`src/rtl/core/bdq_pkg.sv`:
```
// ----------------------------------------------------------------------------
// bdq_pkg
// Shared types and constants for the bounded deque with search.
// ----------------------------------------------------------------------------
package bdq_pkg;

  localparam int DATA_W        = 32;
  localparam int CMD_W         = 3;
  localparam int STATUS_W      = 2;
  localparam int DEPTH_DEFAULT = 16;

  // Command codes. Codes above CMD_SEARCH are no-ops.
  localparam logic [CMD_W-1:0] CMD_PUSH_HEAD = 3'd0;
  localparam logic [CMD_W-1:0] CMD_PUSH_TAIL = 3'd1;
  localparam logic [CMD_W-1:0] CMD_POP_HEAD  = 3'd2;
  localparam logic [CMD_W-1:0] CMD_POP_TAIL  = 3'd3;
  localparam logic [CMD_W-1:0] CMD_SEARCH    = 3'd4;

  // Status codes.
  localparam logic [STATUS_W-1:0] STATUS_OK    = 2'd0;
  localparam logic [STATUS_W-1:0] STATUS_EMPTY = 2'd1;
  localparam logic [STATUS_W-1:0] STATUS_FULL  = 2'd2;

  // Value returned by a pop on an empty deque.
  localparam logic signed [DATA_W-1:0] EMPTY_VALUE = -32'sd1;

  typedef enum logic [1:0] {
    ST_IDLE,
    ST_POP,
    ST_SEARCH,
    ST_DONE
  } state_t;

  typedef struct packed {
    logic signed [DATA_W-1:0]   result_value;
    logic                       found;
    logic        [STATUS_W-1:0] status;
  } result_t;

endpackage

```
`src/rtl/core/bdq_if.sv`:
```
// ----------------------------------------------------------------------------
// bdq_if
// Valid/ready channels for deque requests and their results.
// ----------------------------------------------------------------------------
interface bdq_cmd_if;
  logic                                valid;
  logic                                ready;
  logic        [bdq_pkg::CMD_W-1:0]    command;
  logic signed [bdq_pkg::DATA_W-1:0]   value;

  modport source (output valid, output command, output value, input ready);
  modport sink   (input valid, input command, input value, output ready);
endinterface

interface bdq_res_if;
  logic                                valid;
  logic                                ready;
  logic signed [bdq_pkg::DATA_W-1:0]   result_value;
  logic                                found;
  logic        [bdq_pkg::STATUS_W-1:0] status;

  modport source (output valid, output result_value, output found, output status,
                  input ready);
  modport sink   (input valid, input result_value, input found, input status,
                  output ready);
endinterface

```
`src/rtl/core/bdq_ram.sv`:
```
// ----------------------------------------------------------------------------
// bdq_ram
// Ring storage: one write port and one read port with registered read data.
// ----------------------------------------------------------------------------
module bdq_ram #(
  parameter int DEPTH = bdq_pkg::DEPTH_DEFAULT,
  parameter int IDX_W = $clog2(DEPTH)
) (
  input  logic                               clk,
  input  logic                               we,
  input  logic [IDX_W-1:0]                   waddr,
  input  logic signed [bdq_pkg::DATA_W-1:0]  wdata,
  input  logic [IDX_W-1:0]                   raddr,
  output logic signed [bdq_pkg::DATA_W-1:0]  rdata
);

  logic signed [bdq_pkg::DATA_W-1:0] mem [DEPTH];

  always_ff @(posedge clk) begin
    if (we) begin
      mem[waddr] <= wdata;
    end
  end

  always_ff @(posedge clk) begin
    rdata <= mem[raddr];
  end

endmodule

```
`src/rtl/core/bdq_ctrl.sv`:
```
// ----------------------------------------------------------------------------
// bdq_ctrl
// Sequencer for the deque: pointer update, pop read-back and the serial
// search that runs one shared compare over the live entries.
// ----------------------------------------------------------------------------
module bdq_ctrl #(
  parameter int DEPTH = bdq_pkg::DEPTH_DEFAULT,
  parameter int IDX_W = $clog2(DEPTH),
  parameter int CNT_W = $clog2(DEPTH + 1)
) (
  input  logic                               clk,
  input  logic                               rst,
  bdq_cmd_if.sink                            cmd_ch,
  bdq_res_if.source                          res_ch,
  output logic                               ram_we,
  output logic [IDX_W-1:0]                   ram_waddr,
  output logic signed [bdq_pkg::DATA_W-1:0]  ram_wdata,
  output logic [IDX_W-1:0]                   ram_raddr,
  input  logic signed [bdq_pkg::DATA_W-1:0]  ram_rdata
);

  bdq_pkg::state_t state, state_next;

  logic [IDX_W-1:0] head;
  logic [IDX_W-1:0] tail;
  logic [CNT_W-1:0] occ;
  logic [IDX_W-1:0] scan_ptr;
  logic [CNT_W-1:0] scan_cnt;
  logic signed [bdq_pkg::DATA_W-1:0] key;
  bdq_pkg::result_t pend;
  bdq_pkg::result_t pend_init;

  logic accept;
  logic full;
  logic empty;
  logic match;
  logic scan_last;
  logic out_free;

  function automatic logic [IDX_W-1:0] ptr_inc(input logic [IDX_W-1:0] p);
    return (p == IDX_W'(DEPTH - 1)) ? '0 : p + 1'b1;
  endfunction

  function automatic logic [IDX_W-1:0] ptr_dec(input logic [IDX_W-1:0] p);
    return (p == '0) ? IDX_W'(DEPTH - 1) : p - 1'b1;
  endfunction

  assign accept    = cmd_ch.valid && cmd_ch.ready;
  assign full      = (occ == CNT_W'(DEPTH));
  assign empty     = (occ == '0);
  assign match     = (ram_rdata == key);
  assign scan_last = ((scan_cnt + 1'b1) == occ);
  assign out_free  = !res_ch.valid || res_ch.ready;

  // Next state.
  always_comb begin
    state_next = state;
    unique case (state)
      bdq_pkg::ST_IDLE: begin
        if (accept) begin
          if ((cmd_ch.command == bdq_pkg::CMD_POP_HEAD ||
               cmd_ch.command == bdq_pkg::CMD_POP_TAIL) && !empty) begin
            state_next = bdq_pkg::ST_POP;
          end else if (cmd_ch.command == bdq_pkg::CMD_SEARCH && !empty) begin
            state_next = bdq_pkg::ST_SEARCH;
          end else begin
            state_next = bdq_pkg::ST_DONE;
          end
        end
      end
      bdq_pkg::ST_POP: begin
        state_next = bdq_pkg::ST_DONE;
      end
      bdq_pkg::ST_SEARCH: begin
        if (match || scan_last) begin
          state_next = bdq_pkg::ST_DONE;
        end
      end
      bdq_pkg::ST_DONE: begin
        if (out_free) begin
          state_next = bdq_pkg::ST_IDLE;
        end
      end
      default: state_next = bdq_pkg::ST_IDLE;
    endcase
  end

  // Handshake and storage port controls.
  always_comb begin
    cmd_ch.ready = (state == bdq_pkg::ST_IDLE);
    ram_we       = accept && !full &&
                   (cmd_ch.command == bdq_pkg::CMD_PUSH_HEAD ||
                    cmd_ch.command == bdq_pkg::CMD_PUSH_TAIL);
    ram_waddr    = (cmd_ch.command == bdq_pkg::CMD_PUSH_HEAD) ? ptr_dec(head) : tail;
    ram_wdata    = cmd_ch.value;
    // While scanning, fetch the next entry so one compare happens per cycle.
    if (state == bdq_pkg::ST_SEARCH) begin
      ram_raddr = ptr_inc(scan_ptr);
    end else if (cmd_ch.command == bdq_pkg::CMD_POP_TAIL) begin
      ram_raddr = ptr_dec(tail);
    end else begin
      ram_raddr = head;
    end
  end

  // Result as far as it is known when the request is taken.
  always_comb begin
    pend_init = '0;
    if ((cmd_ch.command == bdq_pkg::CMD_PUSH_HEAD ||
         cmd_ch.command == bdq_pkg::CMD_PUSH_TAIL) && full) begin
      pend_init.status = bdq_pkg::STATUS_FULL;
    end
    if ((cmd_ch.command == bdq_pkg::CMD_POP_HEAD ||
         cmd_ch.command == bdq_pkg::CMD_POP_TAIL) && empty) begin
      pend_init.result_value = bdq_pkg::EMPTY_VALUE;
      pend_init.status       = bdq_pkg::STATUS_EMPTY;
    end
  end

  // Control state.
  always_ff @(posedge clk) begin
    if (rst) begin
      state        <= bdq_pkg::ST_IDLE;
      head         <= '0;
      tail         <= '0;
      occ          <= '0;
      res_ch.valid <= 1'b0;
    end else begin
      state <= state_next;
      if (state == bdq_pkg::ST_DONE && out_free) begin
        res_ch.valid <= 1'b1;
      end else if (res_ch.valid && res_ch.ready) begin
        res_ch.valid <= 1'b0;
      end
      if (accept) begin
        unique case (cmd_ch.command)
          bdq_pkg::CMD_PUSH_HEAD: begin
            if (!full) begin
              head <= ptr_dec(head);
              occ  <= occ + 1'b1;
            end
          end
          bdq_pkg::CMD_PUSH_TAIL: begin
            if (!full) begin
              tail <= ptr_inc(tail);
              occ  <= occ + 1'b1;
            end
          end
          bdq_pkg::CMD_POP_HEAD: begin
            if (!empty) begin
              head <= ptr_inc(head);
              occ  <= occ - 1'b1;
            end
          end
          bdq_pkg::CMD_POP_TAIL: begin
            if (!empty) begin
              tail <= ptr_dec(tail);
              occ  <= occ - 1'b1;
            end
          end
          default: begin
          end
        endcase
      end
    end
  end

  // Request key, scan position and pending result.
  always_ff @(posedge clk) begin
    if (accept) begin
      key      <= cmd_ch.value;
      scan_ptr <= head;
      scan_cnt <= '0;
      pend     <= pend_init;
    end
    if (state == bdq_pkg::ST_POP) begin
      pend.result_value <= ram_rdata;
    end
    if (state == bdq_pkg::ST_SEARCH) begin
      if (match) begin
        pend.found <= 1'b1;
      end
      scan_ptr <= ptr_inc(scan_ptr);
      scan_cnt <= scan_cnt + 1'b1;
    end
    if (state == bdq_pkg::ST_DONE && out_free) begin
      res_ch.result_value <= pend.result_value;
      res_ch.found        <= pend.found;
      res_ch.status       <= pend.status;
    end
  end

endmodule

```
`src/rtl/core/bounded_deque_with_search.sv`:
```
// ----------------------------------------------------------------------------
// bounded_deque_with_search
// Bounded double-ended queue of signed 32-bit values with a value search.
// ----------------------------------------------------------------------------
// Requests arrive on cmd_ch (command, value) and each one gives exactly one
// result on res_ch (result_value, found, status), in request order.
// Commands push at the head or tail, pop from the head or tail, or search
// the live entries for value. A push into a full deque is dropped with
// status full; a pop from an empty deque returns -1 with status empty.
// A push, an empty pop, a no-op or an empty search goes from idle to done;
// a pop passes through a read state first; a search compares entries up to
// a match or the last live one, at most DEPTH. The search runs one compare
// per cycle, paced by the single read port of the ring storage.
// cmd_ch.ready is high only while the sequencer is idle, so one request is
// in flight at a time. A finished result sits in the output register; while
// the receiver stalls, the block still takes the next request and holds its
// result until the output register frees up.
// Reset empties the deque (head, tail and count to zero) and drops any
// pending result. Storage contents are not cleared and need no clearing.
// ----------------------------------------------------------------------------
module bounded_deque_with_search #(
  parameter int DEPTH = bdq_pkg::DEPTH_DEFAULT
) (
  input  logic       clk,
  input  logic       rst,
  bdq_cmd_if.sink    cmd_ch,
  bdq_res_if.source  res_ch
);

  localparam int IDX_W = $clog2(DEPTH);
  localparam int CNT_W = $clog2(DEPTH + 1);

  logic                              ram_we;
  logic [IDX_W-1:0]                  ram_waddr;
  logic signed [bdq_pkg::DATA_W-1:0] ram_wdata;
  logic [IDX_W-1:0]                  ram_raddr;
  logic signed [bdq_pkg::DATA_W-1:0] ram_rdata;

  bdq_ctrl #(
    .DEPTH (DEPTH),
    .IDX_W (IDX_W),
    .CNT_W (CNT_W)
  ) u_ctrl (
    .clk       (clk),
    .rst       (rst),
    .cmd_ch    (cmd_ch),
    .res_ch    (res_ch),
    .ram_we    (ram_we),
    .ram_waddr (ram_waddr),
    .ram_wdata (ram_wdata),
    .ram_raddr (ram_raddr),
    .ram_rdata (ram_rdata)
  );

  bdq_ram #(
    .DEPTH (DEPTH),
    .IDX_W (IDX_W)
  ) u_ram (
    .clk   (clk),
    .we    (ram_we),
    .waddr (ram_waddr),
    .wdata (ram_wdata),
    .raddr (ram_raddr),
    .rdata (ram_rdata)
  );

endmodule
```
`src/flat_wrapper.sv`:
```
// flat-port wrapper written by rule: the top's interface ports become plain ports
module bounded_deque_with_search_flat 
#(
  parameter int DEPTH = bdq_pkg::DEPTH_DEFAULT
)
  (clk, rst, cmd_ch_valid, cmd_ch_command, cmd_ch_value, cmd_ch_ready, res_ch_valid, res_ch_result_value, res_ch_found, res_ch_status, res_ch_ready);
  bdq_cmd_if cmd_ch_i ();
  bdq_res_if res_ch_i ();
  input  logic clk;
  input  logic rst;
  input wire logic [$bits(cmd_ch_i.valid)-1:0] cmd_ch_valid;
  input wire logic [$bits(cmd_ch_i.command)-1:0] cmd_ch_command;
  input wire logic [$bits(cmd_ch_i.value)-1:0] cmd_ch_value;
  output wire logic [$bits(cmd_ch_i.ready)-1:0] cmd_ch_ready;
  output wire logic [$bits(res_ch_i.valid)-1:0] res_ch_valid;
  output wire logic [$bits(res_ch_i.result_value)-1:0] res_ch_result_value;
  output wire logic [$bits(res_ch_i.found)-1:0] res_ch_found;
  output wire logic [$bits(res_ch_i.status)-1:0] res_ch_status;
  input wire logic [$bits(res_ch_i.ready)-1:0] res_ch_ready;
  assign cmd_ch_i.valid = cmd_ch_valid;
  assign cmd_ch_i.command = cmd_ch_command;
  assign cmd_ch_i.value = cmd_ch_value;
  assign cmd_ch_ready = cmd_ch_i.ready;
  assign res_ch_valid = res_ch_i.valid;
  assign res_ch_result_value = res_ch_i.result_value;
  assign res_ch_found = res_ch_i.found;
  assign res_ch_status = res_ch_i.status;
  assign res_ch_i.ready = res_ch_ready;
  bounded_deque_with_search #(.DEPTH(DEPTH)) u_core (.clk(clk), .rst(rst), .cmd_ch(cmd_ch_i), .res_ch(res_ch_i));
endmodule
```
`config.mk`:
```
export PLATFORM = sky130hd
export DESIGN_NAME = bounded_deque_with_search_flat
export DESIGN_NICKNAME = d
export VERILOG_FILES = /design/src/rtl/core/bdq_pkg.sv /design/src/rtl/core/bdq_if.sv /design/src/rtl/core/bdq_ram.sv /design/src/rtl/core/bdq_ctrl.sv /design/src/rtl/core/bounded_deque_with_search.sv /design/src/flat_wrapper.sv
export SDC_FILE = /design/constraint.sdc
export NUM_CORES = 1
export LEC_CHECK = 0
export BUFFER_PORTS_ARGS = -buffer_cell sky130_fd_sc_hd__buf_2
export CORE_ASPECT_RATIO = 1.4
export CORE_MARGIN = 3
export CORE_UTILIZATION = 30
export CTS_CLUSTER_DIAMETER = 40
export DETAILED_ROUTE_END_ITERATION = 10
export PLACE_DENSITY = 0.51
export SYNTH_ARGS = -nofsm -noshare
export SYNTH_HDL_FRONTEND = slang
export SYNTH_SLANG_ARGS = --single-unit
```
`constraint.sdc`:
```
create_clock -name clk -period 7.5 [get_ports clk]
set_input_delay 0.75 -clock clk [delete_from_list [all_inputs] [get_ports clk]]
set_output_delay 0.75 -clock clk [all_outputs]
set_load 0.01 [all_outputs]
```
After elaboration in Yosys (flattened, before gate mapping)

Memory sizes are Yosys's and may differ from the RTL's. A register that Yosys moved wholly into a read port is not among the register bits.
Cells that the tools add are included.

Register bits after elaboration: 127
Bits in writable memories: 512
Input port bits: 39
Output and inout bits: 37
Logic and storage cells: 116
Memories: 1

Add/sub/neg operators: 8
Equality and inequality tests: 22
Multiplexer cells: 38
Reductions and logical operators: 33

Memory list:

| memory           | depth | bits a word | rd ports | clocked after Yosys merged registers in | write ports | RTL line      | text |
|---|---|---|---|---|---|---|---|
| u_core.u_ram.mem | 16    | 32          | 1        | 1                                       | 1           | bdq_ram.sv:17 | `logic signed [bdq_pkg::DATA_W-1:0] mem [DEPTH];` |

Operators with widths:

| operator                                                               | count |
|---|---|
| 32-bit 2-to-1 mux                                                      | 2 |
| 4-bit 2-to-1 mux                                                       | 14 |
| 35-bit 2-to-1 mux                                                      | 1 |
| 32-bit equality test                                                   | 1 |
| 5-bit 2-to-1 mux                                                       | 4 |
| 2-bit inequality test (second input constant)                          | 8 |
| 4-bit one-hot mux with 2 select lines                                  | 2 |
| 4-bit by 1-bit adder with 4-bit output (second input constant)         | 3 |
| 4-bit equality test (second input constant)                            | 3 |
| 2-bit 2-to-1 mux                                                       | 6 |
| 4-bit AND reduction                                                    | 3 |
| 2-bit nonzero test                                                     | 6 |
| 5-bit by 1-bit adder with 5-bit output (second input constant)         | 2 |
| 5-bit one-hot mux with 2 select lines                                  | 1 |
| 1-bit logical AND                                                      | 9 |
| 4-bit logical NOT                                                      | 2 |
| 2-bit one-hot mux with 4 select lines                                  | 1 |
| 4-bit by 1-bit subtractor with 4-bit output (second input constant)    | 2 |
| 1-bit 2-to-1 mux                                                       | 7 |
| 3-bit by 2-bit equality test with 1-bit output (second input constant) | 2 |
| 5-bit equality test                                                    | 1 |
| 5-bit equality test (second input constant)                            | 1 |
| 5-bit logical NOT                                                      | 1 |
| 5-bit by 1-bit subtractor with 5-bit output (second input constant)    | 1 |
| 11 further kinds                                                       | 18 |

Logic depth before layout (Yosys ltp)

Gate-level depths: netlist (run 1).

Depth in word-level cells: 8
Depth in mapped cells: 12
Depth with buffers taken out: 9

Hierarchy

Synthesis (run 1) repeated with hierarchy kept, for this count alone.

Cells, all modules: 1276
Area total of the unflattened synthesis: 25665.9 um^2

By module, submodules not included:

| module   | instances | cells an instance | area each (um^2) | seq. area each (um^2) |
|---|---|---|---|---|
| bdq_ram  | 1         | 838               | 19835.3          | 16015.4 |
| bdq_ctrl | 1         | 438               | 5830.6           | 3643.5 |

Least setup slack after synthesis (run 1)

OpenSTA, ideal clock, no wires.

Path kind: input-to-reg
Start: input port cmd_ch_command[2]
End: memory u_core.u_ram.mem[0][0] in the netlist's numbering (enable)
Library setup time: 0.421 ns
Arrival time: 2.980 ns
Data required time: 7.079 ns
Slack: 4.099 ns
Stages on the path: 6
Buffers on the path: 1
Cell sequence: buf_6 nor3_4 o211ai_1 o21ai_0 nand2_1 nor2_1

Word-level cells in the longest chain between the ends: 5
Elaborated cells between the ends (all ways): 7
Classes of those cells: eq/ne: 1; mux: 3; reduce/logical: 3

Ends and longest elaborated chain:

| element                                                                             | RTL line                                       | text |
|---|---|---|
| start, declared                                                                     | flat_wrapper.sv:12                             | `input wire logic [$bits(cmd_ch_i.command)-1:0] cmd_ch_command;` |
| 3-bit by 1-bit equality test with 1-bit output or 3-bit logical NOT (tied branches) | bdq_ctrl.sv:93, bdq_ctrl.sv:92, bdq_ctrl.sv:94 |  |
| 1-bit logical OR                                                                    | bdq_ctrl.sv:92                                 | `(cmd_ch.command == bdq_pkg::CMD_PUSH_HEAD \|\|` |
| 1-bit logical AND                                                                   | bdq_ctrl.sv:91                                 | `ram_we = accept && !full &&` |
| 1-bit 2-to-1 mux                                                                    | bdq_ram.sv:20                                  | `if (we) begin` |
| 1-bit 2-to-1 mux (implied by the code)                                              | bdq_ram.sv:21                                  | `mem[waddr] <= wdata;` |
| end, declared                                                                       | bdq_ram.sv:17                                  |  |

Parallel ways exist; a longest one is shown, timed or not.

Worst setup path after layout (run 1)

Start: register u_core.u_ctrl.state[0]
End: register u_core.u_ram.rdata[17] in the netlist's numbering (read register of u_core.u_ram.mem)

Word-level cells in the longest chain between the ends: 2

Ends and longest elaborated chain:

| element                | RTL line        | text |
|---|---|---|
| start, declared        | bdq_ctrl.sv:22  | `bdq_pkg::state_t state, state_next;` |
| start signal, assigned | bdq_ctrl.sv:123 | `state <= bdq_pkg::ST_IDLE;` |
| start signal, assigned | bdq_ctrl.sv:129 | `state <= state_next;` |
| 2-bit equality test    | bdq_ctrl.sv:97  | `if (state == bdq_pkg::ST_SEARCH) begin` |
| 4-bit 2-to-1 mux       | bdq_ctrl.sv:97  |  |
| end, declared          | bdq_ram.sv:14   | `output logic signed [bdq_pkg::DATA_W-1:0] rdata` |

Every way passes these cells.
A chain may end at the register's enable or synchronous reset.

==> impl_metrics.py, run 1 <==
metrics = {
    "timing": {
        "maxSlewViolCount": 0,
        "fin_tns_setup_ns": 0,
        "slew_headroom_pct": 19.2,
        "worstMarginPinSlew_ns": 1.21,
        "hold-worst-slack_ns": 0.416,
        "rsz0062_at_grt": "no",
        "finalCriticalPeriod_ns": 3.82,
        "setup_viol_count_final": 0,
        "clock.fmax_mhz": 262,
        "timing.final.ws_setup_ns": 3.68,
        "period_share_pct": 51.0,
        "finalHoldViolations": 0,
        "finalClockSkew_ns": 0.0225,
    },
    "global_routing": {
        "grt_max_degree": 223,
        "grt_pass1_wl_mm": 98.4,
        "overflow": 0,
        "antenna_found_initial": 14,
        "grtUsageTotal_pct": 14.7,
        "grt_pass1_vias": 15200,
    },
    "synth": {
        "async_reset_ff_share_pct": 0,
        "yosys_most_used_dff": "edfxtp_1",
        "synth.avg_cell_area_um2": 14.6,
        "syn_nets": 1835,
        "synth_cells": 1782,
        "synth_seq_cells": 671,
        "synth_warnings": 0,
        "syn_area_um2": 26100,
        "yosysSeqAreaShare_pct": 75.5,
        "ys_types": 60,
        "synth_edf_count": 622,
    },
    "routing": {
        "wire_per_inst_um": 22.4,
        "first_pass_iters": 5,
        "vias_per_cell": 5.01,
        "drcViolationCount": 0,
        "vias": 15100,
        "final_antenna_net_count": 0,
        "postRouteWirelength_mm": 67.2,
        "drt-initial-drc-count": 1146,
    },
    "setup_path": {
        "crit_fanout": 68,
        "end_kind": "flip-flop",
        "cpPeakStageDelay_ns": 0.72,
        "critical-path-top-delay-family": "buffers and inverters",
        "startpoint_type": "flip-flop",
        "worstSetupPathType": "reg2reg",
        "required_ns": 7.99,
        "worstPathArrival_ns": 4.31,
        "cp_cell_sequence": "inv_1 -> ha_1 -> inv_2 -> a311o_1 -> o311ai_4 -> buf_4 -> buf_4 -> a32oi_1 -> a22oi_1 -> nand3_1",
        "path_buf_inv": 4,
        "slowest_stage": "buf_4",
        "path_common_cell": "buf_4",
    },
    "clock_network": {
        "htreeDepth": 3,
        "clk_pin_slew_worst_paths_ns": 0.06,
        "cts_setup_buffers": 0,
        "clock_path_buffers": 3,
        "cts_tree": "yes",
        "root_buffer": "clkbuf_16",
        "holdBufCountCts": 0,
        "insertion_delay_ns": 0.61,
        "numCtsBuffers": 72,
        "cts-resized-gates": 0,
        "cts.sinks": 671,
    },
    "layout": {
        "most-common-layout-cells": "edfxtp_1 (622), nand2_1 (369), a21oi_1 (146), a32oi_1 (95)",
        "final_cell_count_no_fill": 3006,
        "area_growth_pct": 15.4,
        "finalNetCount": 1898,
        "final_common_cell": "edfxtp_1",
        "drive_gt1_share_pct": 13.1,
        "fillCellCount": 8221,
    },
    "power_and_ir_drop": {
        "ir_drop_mv": 0.363,
        "p_leak_uw": 0.00998,
        "p_per_area_nw_per_um2": 354,
    },
    "placement": {
        "pre_cts_slack_ns": 3.56,
        "place.gp.congestion": 0.783,
        "io_buffers": 75,
        "dp.cells": 2867,
        "place_hpwl_mm": 35.2,
    },
    "die": {
        "dieHeight_um": 355,
        "io_pins": 76,
        "die-area_um2": 90500,
        "start_util_pct": 30.4,
        "core_area_um2": 85800,
        "fp.dieW_um": 255,
        "rows": 127,
    },
    "worst_hold_path": {
        "hp-class": "reg2reg",
    },
    "job": {
        "maxCapViolCount": 0,
    },
    "run_status": {
        "status": "complete, no violations",
    },
}
==> report_power, final <==
group / internal (uW) / total, uW / switching [uW] / leakage (uW)
Combinational: 779 / 2400 / 1620 / 0.00277
Clock: 2050 / 3530 / 1470 / 0.00115
Sequential: 4500 / 4720 / 219 / 0.00607
==> per-stage QoR <==
stage | utilization [%] | cell area (um^2) | power [uW]
floorplan | - | 26100 | 6380
finish | 35.0 | 30100 | 10600
CTS | 35.0 | 30000 | 10800
global placement | 32.2 | 27700 | 7180
detailed placement | 32.2 | 27700 | 7230
global route | 35.0 | 30000 | 11100
==> layer usage <==
metal	track usage [%]	wire, um
met1	18.1	27600
met2	25.1	33400
met3	2.76	3590
met4	6.58	2540
met5	0	50
==> sequential cells by signal, indices dropped and copies added (netlist names) <==
register and cells:
u_core.u_ctrl.head 4, u_core.u_ctrl.key 32, u_core.u_ctrl.occ 5, u_core.u_ctrl.pend 35
u_core.u_ctrl.res_ch.found 1, u_core.u_ctrl.res_ch.result_value 32, u_core.u_ctrl.res_ch.status 2, u_core.u_ctrl.res_ch.valid 1
u_core.u_ctrl.scan_cnt 5, u_core.u_ctrl.scan_ptr 4, u_core.u_ctrl.state 2, u_core.u_ctrl.tail 4
u_core.u_ram.mem 512, u_core.u_ram.rdata 32
==> Yosys cell counts (36+ instances only) <==
master    number  area, um^2
a32oi_1       95         832
nor2_1        47         176
mux2i_1       42         420
nand3_1       36         180
xnor2_1       41         359
nand2_1      371        1390
dfxtp_1       49         981
buf_2         54         270
a21o_1        38         285
edfxtp_1     622       18700
clkbuf_1      40         150
a21oi_1      146         731
==> cells by family (layout without fill, tap and decap cells) <==
kind of cell,after synthesis,count (layout),synth area share [%]
DFF,671,671,75.5
and+or+nand+nor,499,499,7.95
AOI/OAI and AO/OA,379,379,10.2
buffers and inverters,126,248,2.31
xor gates and xnor gates,50,50,1.68
muxes,43,43,1.66
adders and majority gates,14,14,0.701
other,0,6,0
==> path summary, 6_finish.rpt <==
| path | from | cells after the start | slack [ns] | to |
|---|---|---|---|---|
| worst max register to register | u_core.u_ctrl.state[0]$_SDFFE_PP0P_ | 10 | 3.68 | u_core.u_ram.rdata[17]$_DFF_P_ |
| worst min register to register | u_core.u_ctrl.pend[5]$_DFFE_PP_ | 0 | 0.42 | u_core.u_ctrl.res_ch.result_value[2]$_DFFE_PP_ |
| worst max-delay path | u_core.u_ctrl.state[0]$_SDFFE_PP0P_ | 10 | 3.68 | u_core.u_ram.rdata[17]$_DFF_P_ |
| worst min-delay path | u_core.u_ctrl.pend[5]$_DFFE_PP_ | 0 | 0.42 | u_core.u_ctrl.res_ch.result_value[2]$_DFFE_PP_ |
==> worst reg2reg max path, delay by kind of cell (launching register included) <==
kind / cells / cell delay [ns]
and+or+nand+nor: 1 / 0.09
buffers and inverters: 4 / 1.72
adders and majority gates: 1 / 0.50
AOI/OAI and AO/OA: 4 / 1.06
DFF: 1 / 0.33
==> area by class of cell <==
type / count / area, um^2 / share of cell area (%)
flip-flops and latches: 671 / 19700 / 65.4
multi-input cells: 985 / 5970 / 19.9
diodes: 6 / 15.0 / 0.0500
inverters: 11 / 41.3 / 0.137
well taps: 1096 / 1370 / 4.56
clock buffers: 97 / 2010 / 6.69
repair buffers: 104 / 618 / 2.06
clock inverters: 36 / 370 / 1.23
Note: power is estimated with default switching activity, not from simulation.
==> run 2, diff against run 1 <==
ABC_AREA = 1   (was default)
clock period = 3.55 ns   (was 7.5 ns; I/O delays follow)
==> run 2 against run 1 <==
  * Cell count is 27% higher
  * Clock power is 110% higher
  * First-iteration DRC count is 20% higher
  * Non-clock buffer count is 27 higher
  * Setup slack worse by 3.1 ns
  * Sequential cell count stayed put
  * Sequential power is 110% higher
  * Clock-buffer cell count is 7 lower
  * Synthesized area is 8.5% higher
  * Utilization is 0.25 points higher
  * Register-to-register slack worse by 3.1 ns
  * Critical path type unchanged
  * Largest cell class unchanged
==> impl_metrics.py, run 2 <==
metrics = {
    "setup_path": {
        "worstPathArrival_ns": 3.48,
        "reg2reg_depth": 10,
        "end_kind": "flip-flop",
        "startpoint_type": "flip-flop",
        "r2r_slack_ns": 0.59,
        "worstSetupPathType": "reg2reg",
        "required_ns": 4.07,
        "crit_fanout": 18,
    },
    "layout": {
        "largest_reg_flops": 512,
        "finalNetCount": 2607,
        "most-common-layout-cells": "nand2_1 (646), edfxtp_1 (622), nand3_1 (472), inv_1 (218), nand3b_1 (153)",
        "area_growth_pct": 16.0,
        "top_register": "u_core.u_ram.mem",
        "final_cell_count_no_fill": 3823,
        "fillCellCount": 9061,
        "biggestRegsByFlops": "u_core.u_ram.mem: 512 flops, u_core.u_ctrl.pend: 35 flops",
        "multi_input_area_um2": 7270,
        "drive_gt1_share_pct": 10.3,
        "seqCellArea_um2": 19700,
        "final_common_cell": "nand2_1",
    },
    "routing": {
        "first_pass_iters": 6,
        "postRouteWirelength_mm": 75.4,
        "drcViolationCount": 0,
        "wire_per_inst_um": 19.7,
        "vias_per_cell": 4.77,
        "drt-initial-drc-count": 1373,
        "vias": 18200,
        "final_antenna_net_count": 0,
    },
    "worst_hold_path": {
        "hold_depth": 1,
        "hp-class": "in2reg",
    },
    "die": {
        "fp.dieW_um": 265,
        "die-area_um2": 98000,
        "start_util_pct": 30.4,
        "dieHeight_um": 369,
        "rows": 132,
        "io_pins": 76,
        "core_area_um2": 93000,
    },
    "power_and_ir_drop": {
        "power_uw": 25800,
        "p_per_area_nw_per_um2": 788,
        "p_leak_uw": 0.0125,
        "ir_drop_mv": 0.648,
    },
    "clock_network": {
        "cts-resized-gates": 0,
        "insertion_delay_ns": 0.64,
        "cts.sinks": 671,
        "cts_tree": "yes",
        "cts_setup_buffers": 0,
        "numCtsBuffers": 72,
        "clk_pin_slew_worst_paths_ns": 0.06,
        "clock_path_buffers": 3,
        "holdBufCountCts": 2,
        "root_buffer": "clkbuf_16",
        "htreeDepth": 3,
    },
    "timing": {
        "worstMarginPinSlew_ns": 0.937,
        "finalClockSkew_ns": 0.0238,
        "clock.fmax_mhz": 338,
        "rsz0062_at_grt": "no",
        "hold-worst-slack_ns": 0.136,
        "slew_headroom_pct": 37.0,
        "finalCriticalPeriod_ns": 2.96,
        "period_share_pct": 83.3,
        "setup_viol_count_final": 0,
        "finalHoldViolations": 0,
        "maxSlewViolCount": 0,
    },
    "synth": {
        "synthTopCellsByCount": "nand2_1 (647), edfxtp_1 (622), nand3_1 (472)",
        "async_reset_ff_share_pct": 0,
        "syn_nets": 2543,
        "yosysTopAreaCell": "edfxtp_1",
        "syn_area_um2": 28300,
        "synth.most_common_cell": "nand2_1",
        "ys_types": 35,
        "synth_seq_cells": 671,
        "synth.top_cell.area_share_pct": 66.1,
        "yosys_most_used_dff": "edfxtp_1",
        "synth_area_leaders": "edfxtp_1 (66%), nand2_1 (8.6%), nand3_1 (8.4%)",
        "synth_edf_count": 622,
        "synth_cells": 2490,
        "yosysSeqAreaShare_pct": 69.6,
        "synth_warnings": 0,
        "synth.avg_cell_area_um2": 11.4,
    },
    "placement": {
        "place_hpwl_mm": 44.6,
        "io_buffers": 75,
        "dp.cells": 3684,
        "place.gp.congestion": 0.802,
    },
    "global_routing": {
        "overflow": 0,
        "antenna_found_initial": 9,
        "grtUsageTotal_pct": 15.4,
        "grt_pass1_vias": 18100,
        "grt_pass1_wl_mm": 114,
        "grt_max_degree": 139,
    },
    "run_status": {
        "status": "complete, no violations",
    },
    "job": {
        "maxCapViolCount": 0,
    },
}
==> run 2: cell types whose count changed after synthesis, sizes merged, moves of 22 or more <==
cell | before | now
nand3 | 36 | 473
nand2 | 371 | 651
inv | 11 | 223
nand3b | 2 | 153
a21oi | 146 | 23
a32oi | 95 | 0
mux2i | 42 | 0
a21o | 38 | 0
a221o | 32 | 0
a22oi | 32 | 0
buf | 74 | 103
o21ai | 15 | 37
==> run 2: cells by family (layout without fill, tap and decap cells) <==
logic type | Yosys count | in the layout | synth area share [%]
other cells | 0 | 4 | 0
fa+ha+maj | 14 | 14 | 0.646
compound gates | 68 | 68 | 1.31
xor+xnor | 34 | 34 | 1.05
flops | 671 | 671 | 69.6
simple gates | 1338 | 1338 | 22.0
buf+inv | 365 | 488 | 5.41
==> run 2: cell type report <==
class                      instances  share of cell area [%]
sequential                       671                    59.9
multi-input combinational       1454                    22.2
clock buffer                      90                    6.02
tap                             1206                    4.60
timing repair buffer             131                    3.40
inverter                         224                    2.57
clock inverter                    43                    1.29
antenna                            4                  0.0305
==> run 2: routing by layer <==
| metal | up-vias | part of all wire (%) | global-route usage [%] |
|---|---|---|---|
| met3 | 143 | 4.9 | 3.08 |
| met5 | - | 0.080 | 0 |
| met2 | 467 | 51 | 27.1 |
| li1 | 8684 | - | - |
| met4 | 8 | 3.5 | 6.29 |
| met1 | 8937 | 40 | 18.3 |
==> run 2: stage by stage <==
stage,instance area (um^2),util [%],setup TNS (ns),worst slack [ns]
floorplan,28300,-,-148.12,-0.300
global placement,30400,32.7,0,0.608
detailed placement,30400,32.7,0,0.568
CTS,32800,35.3,0,0.557
global route,32800,35.3,0,0.386
finish,32800,35.3,0,0.593
==> run 2: final timing paths <==
path,from,endpoint
worst max-delay path,u_core.u_ctrl.state[0]$_SDFFE_PP0P_,u_core.u_ram.rdata[15]$_DFF_P_
worst max register to register,u_core.u_ctrl.state[0]$_SDFFE_PP0P_,u_core.u_ram.rdata[15]$_DFF_P_
worst min-delay path,cmd_ch_value[0],u_core.u_ram.mem[10][0]$_DFFE_PP_
worst min register to register,u_core.u_ctrl.pend[8]$_DFFE_PP_,u_core.u_ctrl.res_ch.result_value[5]$_DFFE_PP_
==> run 2: critical path: stages, from the launching register on <==
cell      delay [ns]
dfxtp_1         0.34
inv_1           0.09
ha_1            0.50
inv_1           0.35
o211ai_1        0.21
nand2_2         0.27
inv_2           0.48
buf_4           0.29
nand3_1         0.09
nand3_1         0.13
nand2_1         0.06
==> run 2: power by group <==
group	total [uW]	internal [uW]	leakage, uW	switching (uW)
combinational	8300	2440	0.00532	5860
clock	7570	4430	0.00116	3140
sequential	9980	9560	0.00607	412
total	25800	16400	0.0125	9410
==> run 3, diff against run 2 <==
PLACE_DENSITY = 0.53   (was 0.51)
clock period = 2.6 ns   (was 3.55 ns; I/O delays follow)
==> run 3 against run 2 <==
  * Cell count grew 1.5%
  * Final area rose by 3.1%
  * Clock power is 41% higher
  * First-iteration DRC count decreased by 1.7%
  * Clock-buffer cell count decreased by 1
  * Routed wire length decreased by 2.2%
  * Total power up 40%
  * Setup slack worse by 0.42 ns
  * Sequential share of layout area fell by 1.8 points
  * Die area unchanged
  * Clock skew up 0.0068 ns
  * Maximum frequency grew 22%
  * Critical endpoint is now u_core.u_ram.mem[8][20]$_DFFE_PP_
==> impl_metrics.py, run 3 (synthesized netlist as in run 2, its figures left out) <==
metrics = {
    "run_status": {
        "status": "complete, no violations",
    },
    "timing": {
        "clock.fmax_mhz": 413,
        "worstMarginPinSlew_ns": 0.812,
        "fin_tns_setup_ns": 0,
        "slew_headroom_pct": 45.9,
        "period_share_pct": 93.2,
        "finalClockSkew_ns": 0.0306,
        "finalCriticalPeriod_ns": 2.42,
        "rsz0062_at_grt": "no",
        "setup_viol_count_final": 0,
        "maxSlewViolCount": 0,
        "finalHoldViolations": 0,
        "hold-worst-slack_ns": 0.0581,
    },
    "power_and_ir_drop": {
        "ir_drop_mv": 0.522,
        "clkPwrFrac_pct": 29.5,
        "switching_share_pct": 36.0,
        "pwr-share-comb_pct": 32.9,
        "p_sw_uw": 13100,
        "seqPwrFrac_pct": 37.6,
        "p_per_area_nw_per_um2": 1070,
        "p_int_uw": 23200,
        "p_leak_uw": 0.0130,
        "power_uw": 36300,
    },
    "setup_path": {
        "end_kind": "flip-flop",
        "worstPathArrival_ns": 2.76,
        "path_buf_inv": 3,
        "worstSetupPathType": "reg2reg",
        "crit_fanout": 18,
        "startpoint_type": "flip-flop",
        "critical-path-top-delay-family": "compound AO/OA/AOI/OAI gates",
        "cpPeakStageDelay_ns": 0.56,
        "required_ns": 2.93,
        "slowest_stage": "o21ai_0",
        "cp_cell_sequence": "inv_1 -> ha_1 -> xor2_1 -> o21ai_0 -> nand2_1 -> buf_4 -> nor2_4 -> buf_12",
    },
    "clock_network": {
        "numCtsBuffers": 73,
        "root_buffer": "clkbuf_16",
        "clock_path_buffers": 3,
        "cts.sinks": 671,
        "insertion_delay_ns": 0.65,
        "htreeDepth": 3,
        "clk_pin_slew_worst_paths_ns": 0.06,
        "cts_tree": "yes",
    },
    "routing": {
        "wire_per_inst_um": 19.0,
        "drcViolationCount": 0,
        "first_pass_iters": 5,
        "final_antenna_net_count": 0,
        "postRouteWirelength_mm": 73.8,
        "vias": 18300,
        "drt-initial-drc-count": 1350,
        "vias_per_cell": 4.73,
    },
    "die": {
        "dieHeight_um": 369,
        "die-area_um2": 98000,
        "start_util_pct": 30.4,
        "io_pins": 76,
        "rows": 132,
        "fp.dieW_um": 265,
        "core_area_um2": 93000,
    },
    "placement": {
        "place.gp.congestion": 0.810,
        "io_buffers": 75,
        "place_hpwl_mm": 46.1,
    },
    "layout": {
        "fin_util_pct": 36.4,
        "fillCellCount": 9046,
        "area_growth_pct": 19.6,
        "most-common-layout-cells": "nand2_1 (641), edfxtp_1 (622), nand3_1 (471), inv_1 (217), nand3b_1 (153)",
        "top_register": "u_core.u_ram.mem",
        "final_common_cell": "nand2_1",
        "biggestRegsByFlops": "u_core.u_ram.mem: 512 flops, u_core.u_ctrl.pend: 35 flops",
        "largest_reg_flops": 512,
        "drive_gt1_share_pct": 12.8,
        "finalNetCount": 2666,
    },
    "job": {
        "maxCapViolCount": 0,
    },
    "global_routing": {
        "grt_max_degree": 95,
        "antenna_found_initial": 10,
        "grt_pass1_vias": 18300,
        "grt_pass1_wl_mm": 113,
        "overflow": 0,
        "grtUsageTotal_pct": 15.1,
    },
    "worst_hold_path": {
        "hp-class": "in2reg",
    },
}
run 3: changes by cell type in the layout (fill, tap and decap cells not counted), moves of 5 or more:
cell and delta:
buf_4 +23, clkinv_1 -7, clkinv_8 +5, nand2_1 -5, buf_12 +29
run 3: per-layer routing:
metal / routed length (um) / vias up / GRT usage [%]
li1: - / 8825 / -
met1: 30300 / 8937 / 18.3
met4: 2230 / 4 / 5.70
met5: 14 / - / 0
met3: 3390 / 131 / 2.24
met2: 37800 / 446 / 27.1
run 3: worst paths after layout:
path                            cells past startpoint                                        endpoint                                from  slack, ns
worst min-delay path                                1               u_core.u_ram.mem[7][22]$_DFFE_PP_                    cmd_ch_value[22]       0.06
worst max register to register                      8               u_core.u_ram.mem[8][20]$_DFFE_PP_  u_core.u_ctrl.head[0]$_SDFFE_PP0P_       0.18
worst max-delay path                                8               u_core.u_ram.mem[8][20]$_DFFE_PP_  u_core.u_ctrl.head[0]$_SDFFE_PP0P_       0.18
worst min register to register                      0  u_core.u_ctrl.res_ch.result_value[3]$_DFFE_PP_     u_core.u_ctrl.pend[6]$_DFFE_PP_       0.42
run 3: stage by stage:
step                      worst slack [ns]  instance area [um^2]  cells
after detailed placement            -0.126                 31200   3739
after global routing                0.0217                 33800   3878
after global placement              -0.172                 31200   3739
after floorplan                     0.0373                 28400   2490
final                                0.178                 33800   3882
after CTS                            0.116                 33800   3878
run 3: timing repair:
action | 4_1_cts | 5_1_grt
hold buffers | 5 | 0
gates resized for setup | 0 | 4
setup endpoints to repair | 0 | 4
buffers inserted | 0 | 0
endpoints found under the hold margin | 35 | 0
run 3: power by group through the flow:
stage          clock network (uW)  logic, uW  registers, uW
2_1_floorplan                   0       7720          13600
3_3_place_gp                    0      12000          13900
3_5_place_dp                    0      12000          13900
4_1_cts                     11000      12100          13700
5_1_grt                     11400      13400          13700
6_report                    10700      12000          13600
run 3: layout make-up:
class | instances | area (um^2) | area share, %
Tap cell | 1206 | 1510 | 4.46
Inverter | 224 | 848 | 2.51
Clock inverter | 45 | 561 | 1.66
Clock buffer | 89 | 1940 | 5.73
Sequential cell | 671 | 19700 | 58.1
Multi-Input combinational cell | 1454 | 7320 | 21.7
Antenna cell | 4 | 10.0 | 0.0296
Timing Repair Buffer | 189 | 1960 | 5.81
